$ cat src/hw/rtl/tlcc_pkg.sv
`timescale 1ns / 1ps
// ----------------------------------------------------------------------------
// tlcc_pkg
// shared types, register map and digit helpers for the traffic light block
// ----------------------------------------------------------------------------
package tlcc_pkg;

  localparam int unsigned CNT_W  = 7;
  localparam int unsigned ADDR_W = 4;
  localparam int unsigned DATA_W = 32;

  typedef logic [CNT_W-1:0] cnt_t;
  typedef logic [1:0]       lamp_t;

  localparam lamp_t LAMP_RED    = 2'd0;
  localparam lamp_t LAMP_YELLOW = 2'd1;
  localparam lamp_t LAMP_GREEN  = 2'd2;
  localparam lamp_t LAMP_DARK   = 2'd3;

  localparam logic [1:0] REG_GREEN  = 2'd0;
  localparam logic [1:0] REG_YELLOW = 2'd1;
  localparam logic [1:0] REG_RED    = 2'd2;

  localparam cnt_t GREEN_RST  = 7'd3;
  localparam cnt_t YELLOW_RST = 7'd2;
  localparam cnt_t RED_RST    = 7'd5;

  typedef enum logic [2:0] {
    PH_INIT   = 3'd0,
    PH_G1_R2  = 3'd1,
    PH_Y1_R2  = 3'd2,
    PH_R1_G2  = 3'd3,
    PH_R1_Y2  = 3'd4
  } phase_t;

  typedef enum logic [2:0] {
    SC_INIT = 3'd0,
    SC_D0   = 3'd1,
    SC_D1   = 3'd2,
    SC_D2   = 3'd3,
    SC_D3   = 3'd4
  } scan_t;

  typedef struct packed {
    cnt_t green;
    cnt_t yellow;
    cnt_t red;
  } timing_t;

  typedef struct packed {
    cnt_t one;
    cnt_t two;
  } counts_t;

  // tens digit by reciprocal multiply, exact for values below 128
  function automatic logic [3:0] tens_of(cnt_t x);
    logic [14:0] p;
    p = 15'(x) * 15'd205;
    return p[14:11];
  endfunction

  function automatic logic [3:0] units_of(cnt_t x);
    logic [3:0] t;
    cnt_t       r;
    t = tens_of(x);
    r = x - ({t, 3'b000} + {2'b00, t, 1'b0});
    return r[3:0];
  endfunction

endpackage

$ cat src/hw/rtl/tlcc_phase.sv
`timescale 1ns / 1ps
// ----------------------------------------------------------------------------
// tlcc_phase
// light phase sequencer with both road countdown counters
// ----------------------------------------------------------------------------
module tlcc_phase (
  input  logic              clk,
  input  logic              rst,
  input  logic              step,
  input  logic              second_tick,
  input  tlcc_pkg::timing_t timing,
  output tlcc_pkg::lamp_t   lamp1,
  output tlcc_pkg::lamp_t   lamp2,
  output tlcc_pkg::counts_t mid,
  output tlcc_pkg::counts_t fin
);

  tlcc_pkg::phase_t phase, phase_next;
  tlcc_pkg::cnt_t   count_one, count_two;

  always_ff @(posedge clk) begin
    if (rst) begin
      phase     <= tlcc_pkg::PH_INIT;
      count_one <= '0;
      count_two <= '0;
    end else if (step) begin
      phase     <= phase_next;
      count_one <= fin.one;
      count_two <= fin.two;
    end
  end

  always_comb begin
    phase_next = phase;
    mid.one    = count_one;
    mid.two    = count_two;
    lamp1      = tlcc_pkg::LAMP_DARK;
    lamp2      = tlcc_pkg::LAMP_DARK;
    case (phase)
      tlcc_pkg::PH_G1_R2: begin
        lamp1 = tlcc_pkg::LAMP_GREEN;
        lamp2 = tlcc_pkg::LAMP_RED;
        if (count_one == '0) begin
          mid.one    = timing.yellow;
          mid.two    = timing.yellow;
          phase_next = tlcc_pkg::PH_Y1_R2;
        end
      end
      tlcc_pkg::PH_Y1_R2: begin
        lamp1 = tlcc_pkg::LAMP_YELLOW;
        lamp2 = tlcc_pkg::LAMP_RED;
        if (count_one == '0) begin
          mid.one    = timing.red;
          mid.two    = timing.green;
          phase_next = tlcc_pkg::PH_R1_G2;
        end
      end
      tlcc_pkg::PH_R1_G2: begin
        lamp1 = tlcc_pkg::LAMP_RED;
        lamp2 = tlcc_pkg::LAMP_GREEN;
        if (count_two == '0) begin
          mid.one    = timing.yellow;
          mid.two    = timing.yellow;
          phase_next = tlcc_pkg::PH_R1_Y2;
        end
      end
      tlcc_pkg::PH_R1_Y2: begin
        lamp1 = tlcc_pkg::LAMP_RED;
        lamp2 = tlcc_pkg::LAMP_YELLOW;
        if (count_two == '0) begin
          mid.one    = timing.green;
          mid.two    = timing.red;
          phase_next = tlcc_pkg::PH_G1_R2;
        end
      end
      default: begin
        mid.one    = timing.green;
        mid.two    = timing.red;
        phase_next = tlcc_pkg::PH_G1_R2;
      end
    endcase
  end

  // saturating countdown
  always_comb begin
    fin = mid;
    if (second_tick) begin
      if (mid.one != '0) fin.one = mid.one - 7'd1;
      if (mid.two != '0) fin.two = mid.two - 7'd1;
    end
  end

endmodule

$ cat src/hw/rtl/tlcc_scan.sv
`timescale 1ns / 1ps
// ----------------------------------------------------------------------------
// tlcc_scan
// four digit multiplexed readout scanner
// ----------------------------------------------------------------------------
module tlcc_scan (
  input  logic              clk,
  input  logic              rst,
  input  logic              step,
  input  logic              scan_tick,
  input  tlcc_pkg::counts_t mid,
  output logic [3:0]        sel_n,
  output logic [3:0]        dig
);

  tlcc_pkg::scan_t pos, pos_next;

  always_ff @(posedge clk) begin
    if (rst) begin
      pos <= tlcc_pkg::SC_INIT;
    end else if (step) begin
      pos <= pos_next;
    end
  end

  always_comb begin
    pos_next = pos;
    sel_n    = 4'hF;
    dig      = 4'd0;
    case (pos)
      tlcc_pkg::SC_D0: begin
        sel_n = 4'b1110;
        dig   = tlcc_pkg::tens_of(mid.one);
        if (scan_tick) pos_next = tlcc_pkg::SC_D1;
      end
      tlcc_pkg::SC_D1: begin
        sel_n = 4'b1101;
        dig   = tlcc_pkg::units_of(mid.one);
        if (scan_tick) pos_next = tlcc_pkg::SC_D2;
      end
      tlcc_pkg::SC_D2: begin
        sel_n = 4'b1011;
        dig   = tlcc_pkg::tens_of(mid.two);
        if (scan_tick) pos_next = tlcc_pkg::SC_D3;
      end
      tlcc_pkg::SC_D3: begin
        sel_n = 4'b0111;
        dig   = tlcc_pkg::units_of(mid.two);
        if (scan_tick) pos_next = tlcc_pkg::SC_D0;
      end
      default: begin
        pos_next = tlcc_pkg::SC_D0;
      end
    endcase
  end

endmodule

$ cat src/hw/rtl/traffic_light_countdown_controller.sv
`timescale 1ns / 1ps
// ----------------------------------------------------------------------------
// traffic_light_countdown_controller
// two-road light controller with countdowns and a four digit readout
// ----------------------------------------------------------------------------
// One item is one base tick carrying the second and scan flags, and it gives
// exactly one result, on the cycle after the item is taken. An item can be
// taken every clock cycle: the phase, counter and scanner update is a single
// pass of logic between the state registers and the output register. The
// output register takes the next item in the same cycle that its result is
// taken, and the input stalls only while that register is full and not taken.
// Phase timings sit in an APB register file at 0x0 (green), 0x4 (yellow) and
// 0x8 (red); write them only while the block is idle.
module traffic_light_countdown_controller (
  input  logic                          clk,
  input  logic                          rst,
  input  logic                          psel,
  input  logic                          penable,
  input  logic                          pwrite,
  input  logic [tlcc_pkg::ADDR_W-1:0]   paddr,
  input  logic [tlcc_pkg::DATA_W-1:0]   pwdata,
  output logic [tlcc_pkg::DATA_W-1:0]   prdata,
  output logic                          pready,
  input  logic                          in_valid,
  output logic                          in_ready,
  input  logic                          second_tick,
  input  logic                          scan_tick,
  output logic                          out_valid,
  input  logic                          out_ready,
  output logic [1:0]                    road1_light,
  output logic [1:0]                    road2_light,
  output logic [3:0]                    digit_select_n,
  output logic [3:0]                    digit_value,
  output logic [6:0]                    road1_count,
  output logic [6:0]                    road2_count
);

  tlcc_pkg::timing_t timing;
  tlcc_pkg::counts_t mid, fin;
  tlcc_pkg::lamp_t   lamp1, lamp2;
  logic [3:0]        sel_n, dig;
  logic              step, wr_en;

  assign pready = 1'b1;
  assign wr_en  = psel & penable & pwrite;

  always_ff @(posedge clk) begin
    if (rst) begin
      timing.green  <= tlcc_pkg::GREEN_RST;
      timing.yellow <= tlcc_pkg::YELLOW_RST;
      timing.red    <= tlcc_pkg::RED_RST;
    end else if (wr_en) begin
      case (paddr[3:2])
        tlcc_pkg::REG_GREEN:  timing.green  <= pwdata[6:0];
        tlcc_pkg::REG_YELLOW: timing.yellow <= pwdata[6:0];
        tlcc_pkg::REG_RED:    timing.red    <= pwdata[6:0];
        default: ;
      endcase
    end
  end

  always_comb begin
    case (paddr[3:2])
      tlcc_pkg::REG_GREEN:  prdata = {25'd0, timing.green};
      tlcc_pkg::REG_YELLOW: prdata = {25'd0, timing.yellow};
      tlcc_pkg::REG_RED:    prdata = {25'd0, timing.red};
      default:              prdata = '0;
    endcase
  end

  assign in_ready = ~out_valid | out_ready;
  assign step     = in_valid & in_ready;

  tlcc_phase u_phase (
    .clk         (clk),
    .rst         (rst),
    .step        (step),
    .second_tick (second_tick),
    .timing      (timing),
    .lamp1       (lamp1),
    .lamp2       (lamp2),
    .mid         (mid),
    .fin         (fin)
  );

  tlcc_scan u_scan (
    .clk       (clk),
    .rst       (rst),
    .step      (step),
    .scan_tick (scan_tick),
    .mid       (mid),
    .sel_n     (sel_n),
    .dig       (dig)
  );

  always_ff @(posedge clk) begin
    if (rst) begin
      out_valid <= 1'b0;
    end else if (step) begin
      out_valid <= 1'b1;
    end else if (out_ready) begin
      out_valid <= 1'b0;
    end
  end

  always_ff @(posedge clk) begin
    if (step) begin
      road1_light    <= lamp1;
      road2_light    <= lamp2;
      digit_select_n <= sel_n;
      digit_value    <= dig;
      road1_count    <= fin.one;
      road2_count    <= fin.two;
    end
  end

endmodule

$ cat config.mk
export PLATFORM = sky130hd
export DESIGN_NAME = traffic_light_countdown_controller
export DESIGN_NICKNAME = d
export VERILOG_FILES = /design/src/hw/rtl/tlcc_pkg.sv /design/src/hw/rtl/tlcc_phase.sv /design/src/hw/rtl/tlcc_scan.sv /design/src/hw/rtl/traffic_light_countdown_controller.sv
export SDC_FILE = /design/constraint.sdc
export NUM_CORES = 1
export LEC_CHECK = 0
export BUFFER_PORTS_ARGS = -buffer_cell sky130_fd_sc_hd__buf_2
export CAP_MARGIN = 20
export CORE_AREA = 2 2 140 142
export DETAILED_ROUTE_END_ITERATION = 10
export DIE_AREA = 0 0 142 144
export GPL_ROUTABILITY_DRIVEN = 0
export GPL_TIMING_DRIVEN = 0
export PLACE_DENSITY = 0.51
export RECOVER_POWER = 100
export SYNTH_ARGS = -nofsm -noshare
export SYNTH_HDL_FRONTEND = slang
export SYNTH_HIERARCHICAL = 1
export SYNTH_SLANG_ARGS = --single-unit
$ cat constraint.sdc
create_clock -name clk -period 18 [get_ports clk]
set_clock_uncertainty 0.05 [all_clocks]
set_input_delay 3.6 -clock clk [delete_from_list [all_inputs] [get_ports clk]]
set_output_delay 3.6 -clock clk [all_outputs]
set_load 0.03 [all_outputs]
Yosys cells after proc, flatten, opt, wreduce, memory -nomap -nowiden
Cells that the tools add are included.

Output and inout port bits: 61. Register bits after elaboration: 68.

Multiply operators: 2. Bitwise operators: 5. Multiplexer cells: 25. Reductions and logical operators: 13. Add/sub/neg operators: 6. Eq/ne operators: 18.

Operator list (count): 2-to-1 mux 14 bit (5); one-hot mux 14 bit (4 select lines) (1); one-hot mux 4 bit (4 select lines) (2); multiplier 7 x 8 -> 15 bit, second input constant (2); 2-to-1 mux 3 bit (8); one-hot mux 3 bit (4 select lines) (2); one-hot mux 7 bit (3 select lines) (1); zero test 7 bit (2); 2-to-1 mux 7 bit (2); nonzero test 7 bit (2); subtractor 7 x 1 -> 7 bit, second input constant (2); equality test 3 x 2 -> 1 bit, second input constant (4); one-hot mux 2 bit (3 select lines) (2); AND reduction 5 bit (2); adder 4 bit (2); inequality test 2 x 1 -> 1 bit, second input constant (4); inequality test 2 bit, second input constant (4); subtractor 4 bit (2); equality test 3 x 1 -> 1 bit, second input constant (2); equality test 3 bit, second input constant (2); AND reduction 2 bit (3); OR reduction 2 bit (2); bitwise AND 1 bit (3); equality test 2 x 1 -> 1 bit, second input constant (1); other kinds (6) (7).

Depth between registers and ports, before layout
Gate-level depths: netlist of the first run.

Word-level depth: 7. Gate-level depth with buffers: 29. Mapped depth without buffers: 27.

Cells and area by module
The synthesis of the first run kept the hierarchy.

Modules (own cells, without submodules): tlcc_phase (cells each 294, area an instance 2263.4 um^2, instances 1); tlcc_scan (cells each 247, area an instance 2225.9 um^2, instances 1); traffic_light_countdown_controller (cells each 168, area an instance 2064.5 um^2, instances 1).

Worst setup path after synthesis of the first run
OpenSTA, ideal clock, no wires.

Path type: input port to output port. Start: in paddr[2] (netlist name). End: out prdata[3] (netlist name). Buffers on the path: 1. Data arrival time: 4.528 ns. Required time: 14.350 ns. Path slack: 9.822 ns. Cell stages on the path: 3. Cell sequence: buf_6 -> mux2i_1 -> o21ai_0.

Longest elaborated chain between the ends: 2.

Ends and longest elaborated chain: from (decl) (line traffic_light_countdown_controller.sv:20) `input logic [tlcc_pkg::ADDR_W-1:0] paddr,`; equality test 2 bit (tied with other cells) (line traffic_light_countdown_controller.sv:63) `case (paddr[3:2])`; one-hot mux 7 bit (3 select lines) * (line traffic_light_countdown_controller.sv:63); to (decl) (line traffic_light_countdown_controller.sv:22) `output logic [tlcc_pkg::DATA_W-1:0] prdata,`.

Every way passes the cells marked *; elsewhere a longest branch is shown, timed or not.

Worst setup path in the final report of the first run
Start: in paddr[2] (netlist name). End: out prdata[2] (netlist name).

Same word-level chain as after synthesis.

==> results of run 1 <==
[sequential cells by signal, summed over array words and instances (netlist names)]
name	count
road2_count	7
road1_count	7
out_valid	1
digit_value	4
digit_select_n	4
timing	21
u_phase/count_one	7
u_scan/pos	3
road1_light	2
u_phase/phase	3
u_phase/count_two	7
road2_light	2
[Yosys cell counts (all sizes together), types with 7 or more instances]
cell type,instances,area share
nor2,38,0.022
mux2i,31,0.047
xnor2,7,0.0094
edfxtp,26,0.12
nand2,40,0.023
a311oi,8,0.011
a22o,11,0.015
nand2b,29,0.028
a21oi,29,0.022
a22oi,10,0.012
o21ai,21,0.016
or2,8,0.0076
ha,80,0.15
buf,34,0.040
a211oi,10,0.015
dfxtp,42,0.13
nor3b,10,0.014
nand3b,7,0.0080
clkbuf,24,0.023
inv,63,0.036
a31oi,10,0.0095
nand4,8,0.0086
fa,16,0.049
a21o,11,0.013
xor2,13,0.017
nor3,14,0.013
nand3,14,0.011
[cells by family (layout without fill, tap and decap cells)]
group                    count (synthesis)  in the layout
XOR/XNOR                                20             20
AND/OR/NAND/NOR                        203            203
adder cells (fa/ha/maj)                 96             96
AO/OA/AOI/OAI                          164            164
buffers and inverters                  122            191
other                                    2             26
multiplexers                            34             34
flip-flops                              68             68
[power by group through the flow]
| stage | clock, mW | combinational (mW) | sequential, mW |
|---|---|---|---|
| finish | 0.182 | 0.284 | 0.182 |
| global route | 0.193 | 0.322 | 0.183 |
| CTS | 0.188 | 0.289 | 0.182 |
| detailed placement | 0 | 0.285 | 0.185 |
| global placement | 0 | 0.287 | 0.185 |
| floorplan | 0 | 0.208 | 0.196 |
[worst register-to-register path: stages (launching register included)]
cell and delay, ns:
dfxtp_1 0.37, clkbuf_1 0.33, nor3b_1 0.25, a22oi_1 0.27, or4b_1 0.45, a222oi_1 0.85
inv_1 0.38, ha_1 0.44, fa_1 0.48, ha_1 0.29, inv_1 0.05, fa_1 0.49
inv_1 0.04, ha_1 0.27, nand3_1 0.09, a211oi_1 0.34, o21ai_0 0.22, nand2b_1 0.15
a21oi_1 0.09, xnor2_1 0.25, ha_1 0.31, nor3b_1 0.18, or4_4 0.49, a21o_1 0.19
and3_4 0.17, o21bai_4 0.12, o211ai_1 0.09
[per-layer routing]
layer	global-route usage	up-vias
met3	0.02252	21
met2	0.2553	113
met1	0.2395	2563
met4	0.06737	0
met5	0	-
li1	-	2719
[final timing paths]
kind                                        from             end  slack (ns)  depth (start not counted)
worst max-delay path                    paddr[2]       prdata[2]        9.78                          6
worst min register to register         out_valid       out_valid        0.48                          2
worst min-delay path                   out_valid       out_valid        0.48                          2
worst max register to register  u_phase/phase[1]  digit_value[3]       10.07                         26
[layout make-up]
| class | count | area (µm²) |
|---|---|---|
| fillers | 1957 | 11670 |
| well taps | 238 | 297.8 |
| clock inverters | 6 | 50.05 |
| repair buffers | 53 | 221.5 |
| multi-input cells | 543 | 4333 |
| inverters | 63 | 236.5 |
| plain buffers | 59 | 399.1 |
| clock buffers | 10 | 250.2 |
| flip-flops and latches | 68 | 1622 |
==> impl_results.md, run 1 <==
* Worst path cell trace: buf_2, and2b_1, buf_2, nand2_1, o21ai_0, clkbuf_1
* Maxcap violations at 1
* Netlist cell types at 94
* Area after DPL at 7203 µm²
* Fraction of registers with async set/reset at 0
* Final setup TNS at 0 ns
* Clock buffer depth at 2
* Total Wirelength at approximately 17,000 µm
* Endpoints failing hold at 0
* Synthesized-area fraction occupied by adder cells at 0.2016
* Power Density at 87.55 nW/µm²
* Largest net degree at the start of global routing at 33
* TritonCTS Buffers at 9
* Core footprint at 19,080 µm²
* Clk pwr share at 0.281
* Logic gate share of total power at 0.438
* Global Route Usage Sum at 0.1676
* Fin Hold WS at about 0.48 ns
* CP Buf/Inv Count at 3
* Sequential power share at 0.281
* Drt first-iter violations at just over 400
* CTS tree: built
* Wire per inst at 16.39 µm
* Fin. max-slew vios at 33
* CP Data Required Time at 14.35 ns
* Syn Inst Count at 709
* Post-CTS resize count at 0
* CTS H-tree lvls at 3
* Worst rel slew slack at -0.5282
* Synthesized area at 6554 µm²
* Vias at 5,416
* Layout cell share with drive strength beyond 1 at 0.1347
* Detailed Routing Iterations Pass 1 at 5
* Max incr delay on CP at 0.33 ns
* Setup WS pre-CTS at 9.884 ns
* Cell mode on critical path: buf_2
* Final Worst Setup Slack at 9.785 ns
* Global-route wire length before repair at 26,870 µm
* Clk Latency, worst-skew pair at 0.35 ns
* FMAX at 121.7 MHz
* Simple-gate share of the synthesized area at 0.1808
* Most common cell after layout, fill and taps aside: ha_1
* Top FF cell, synth: dfxtp_1
* Antenna cells at 0
* Hold Crit Class: flip-flop to flip-flop
* Vias in the first global route at a little over 5,000
* Layout Nets at approximately 940
* Final std cells w/o fill at 1,040
* Remaining DRCs at 0
* Worst-Margin Slew at about 2.3 ns
* Worst setup EP type: primary output
* Multiplexer share of the synthesized area at 0.05250
* Synth Area in Compound Gates at 0.1890
* Int Pwr at 0.3875 mW
* Routed wl met3 at 575 µm
* Pleak at 3.478 nW
* Port Buf Inserts at 52
* Starting Density at 0.3435
* Die width at 142 µm
* Worst Path Class, Setup: primary input to primary output
* Hold buffers post-CTS at 0
* Initial antenna violation count at 0
* Final setup viols at 0
* RSZ-0062 raised after global routing: no
* Finished Core Util at 0.3884
* Most frequent cells in the layout: ha_1, inv_1, clkbuf_1
* Clk slew on worst S/H paths at roughly 0.070 ns
* Seq/Total Area, Yosys at 0.2474
* Routed vias/inst at approximately 5.2
* Total gr overflow at 0
* Top Metal Used: met4
* Die area at 20,450 µm²
* Sw Share at 0.4027
* Die Height at 144 µm
* CP max-delay cell: clkbuf_1
* Worst Setup Start Kind: primary input
* Outcome: finished, violations left
* Design Power at roughly 0.65 mW
* M1 wire length at 8620 µm
* IO Pins at 106
* Delay-heaviest family, CP: buffers and inverters
* Post-Synth XOR/XNOR Area at 0.02673
* Post-CTS Setup Inserts at 0
* CP max FO at 8
* Arrival time of the worst setup path at 4.57 ns
* Synth Register Bits at 68
* Crit path time final at 8.215 ns
* # clock sinks at just under 70
* Area delta synth->final at 13.06%
* Failing checks: max-capacitance violations, max-slew violations
* Reported net switching power at 0.2613 mW
* VDD IR max at 0.00003894 V
* Avg Cell Area, Syn at roughly 9 µm²
* Root Buffer: clkbuf_16
* Wire length on met2 at 7524 µm
* DP HPWL at 13,220 µm
* Yosys warns at 6
* Cell area after layout at 7410 µm²
* ANT nets after route at 0
* Final Cycle Share at 0.4564
* Post-Place Cells at a little over 1,000
* Largest family of logic cells by synthesized area: adder cells
* Site Rows at just over 50
* Number of synthesized flops with an enable pin at 26
Power figures use the tool's default switching activity.
==> run 2, diff against run 1 <==
- PLACE_DENSITY: 0.51 -> 0.53
- clock period: 18 -> 7.1 ns (I/O delays scaled with it)
==> impl_results.md, run 2 (synthesis results as in run 1) <==
* Outcome: finished, violations left
* Failing checks: max-capacitance violations, max-slew violations
* Final Worst Setup Slack at 0.2671 ns
* Routed vias/inst at 5.232
* Antenna cells at 0
* Worst rel slew slack at -0.5715
* Final std cells w/o fill at 1,049
* Maxcap violations at 1
* Max incr delay on CP at 0.65 ns
* Cell area after layout at 7620 µm²
* Die Height at 144 µm
* Detailed Routing Iterations Pass 1 at 5
* Largest net degree at the start of global routing at 33
* Total gr overflow at 0
* Fillcell total at approximately 1,900
* Layout cell share with drive strength beyond 1 at 0.1677
* Arrival time of the worst setup path at 6.87 ns
* Die width at 142 µm
* Final setup viols at 0
* Root Buffer: clkbuf_16
* Global Route Usage Sum at 0.1688
* CTS H-tree lvls at 3
* Design Power at approximately 1.7 mW
* Clk Latency, worst-skew pair at around 0.34 ns
* CTS tree: built
* Area after DPL at 7203 µm²
* Fin. max-slew vios at 33
* VDD IR max at 0.0001129 V
* Most frequent cells in the layout: ha_1, inv_1, clkbuf_1
* Delay-heaviest family, CP: adder cells
* CP max FO at 4
* Port Buf Inserts at 52
* Cell mode on critical path: ha_1
* Finished Core Util at 0.3994
* IO Pins at between 100 and 150
* TritonCTS Buffers at 9
* Layout Nets at 947
* Worst setup EP type: flip-flop
* Power Density at 219.8 nW/µm²
* CP Data Required Time at ~7.1 ns
* Crit path time final at 6.833 ns
* Vias in the first global route at around 5,000
* Top reg by flops: timing
* Hold Crit Class: flip-flop to flip-flop
* Die area at 20,450 µm²
* Core footprint at 19,080 µm²
* Global-route wire length before repair at between 20,000 and 30,000 µm
* FMAX at 146.4 MHz
* Final Cycle Share at 0.9624
* Reg2Reg Depth at 26
* Site Rows at 51
* ANT nets after route at 0
* Worst Setup Start Kind: flip-flop
* Drt first-iter violations at 388
* Worst-Margin Slew at 2.356 ns
* # clock sinks at 68
* Remaining DRCs at 0
* Pleak at 3.557 nW
* Initial antenna violation count at 0
* DP HPWL at 13,060 µm
* Most common cell after layout, fill and taps aside: ha_1
* CP max-delay cell: or4_1
* Post-Place Cells at 1,023
* Total Wirelength at 16,950 µm
* Clk slew on worst S/H paths at 0.06 ns
* Largest register FFs at 21
* Min-Delay Path Depth at 2
* Worst Path Class, Setup: flip-flop to flip-flop
* Endpoints failing hold at 0
* Hold buffers post-CTS at 0
* Wire per inst at 16.16 µm
* Vias at between 5,000 and 6,000
* Fin Hold WS at 0.4751 ns
* Area delta synth->final at 16.27%
* Clock buffer depth at 2
* Final setup TNS at 0 ns
* Starting Density at 0.3435
* CP Buf/Inv Count at 3
* Setup WS pre-CTS at -0.5461 ns
* Worst path depth at 26
run 2: layout make-up:
| cell class | instances | area, µm² | share of cell area |
|---|---|---|---|
| Tap cell | 238 | 297.8 | 0.03908 |
| Inverter | 63 | 240.2 | 0.03153 |
| Sequential cell | 68 | 1623 | 0.2130 |
| Buffer | 58 | 414.1 | 0.05435 |
| Clock buffer | 14 | 296.5 | 0.03892 |
| Multi-Input combinational cell | 543 | 4424 | 0.5806 |
| Clock inverter | 2 | 13.76 | 0.001806 |
| Timing Repair Buffer | 63 | 310.3 | 0.04072 |
run 2: repair_timing:
item / in CTS / in global routing
pin swaps: 2 / 6
buffers inserted: 2 / 9
gates resized for setup: 6 / 16
endpoints found under the setup margin: 1 / 1
run 2: final timing paths:
path	start	endpoint	slack [ns]
setup / recovery	u_phase/count_two[0]	digit_value[3]	0.27
hold / removal	out_valid	out_valid	0.48
setup reg to reg	u_phase/count_two[0]	digit_value[3]	0.27
hold reg to reg	out_valid	out_valid	0.48
run 2: tightest hold or removal path, delay by kind of cell (launching register included):
family           cells  cell delay [ns]
flip-flops           1             0.31
AND/OR/NAND/NOR      1             0.10
AO/OA/AOI/OAI        1             0.07
run 2: where the power goes:
part | leakage [nW] | switching [mW] | internal, mW
sequential | 0.585 | 0.0215 | 0.441
clock | 0.153 | 0.179 | 0.289
combinational | 2.82 | 0.456 | 0.289
total | 3.56 | 0.657 | 1.02
run 2: per-layer routing:
layer,GRT usage,routed length [µm],vias to the layer above
met5,0,0,-
met4,0.04211,204,0
met3,0.02748,718,16
met2,0.2660,7670,135
met1,0.2410,8353,2604
li1,-,-,2733
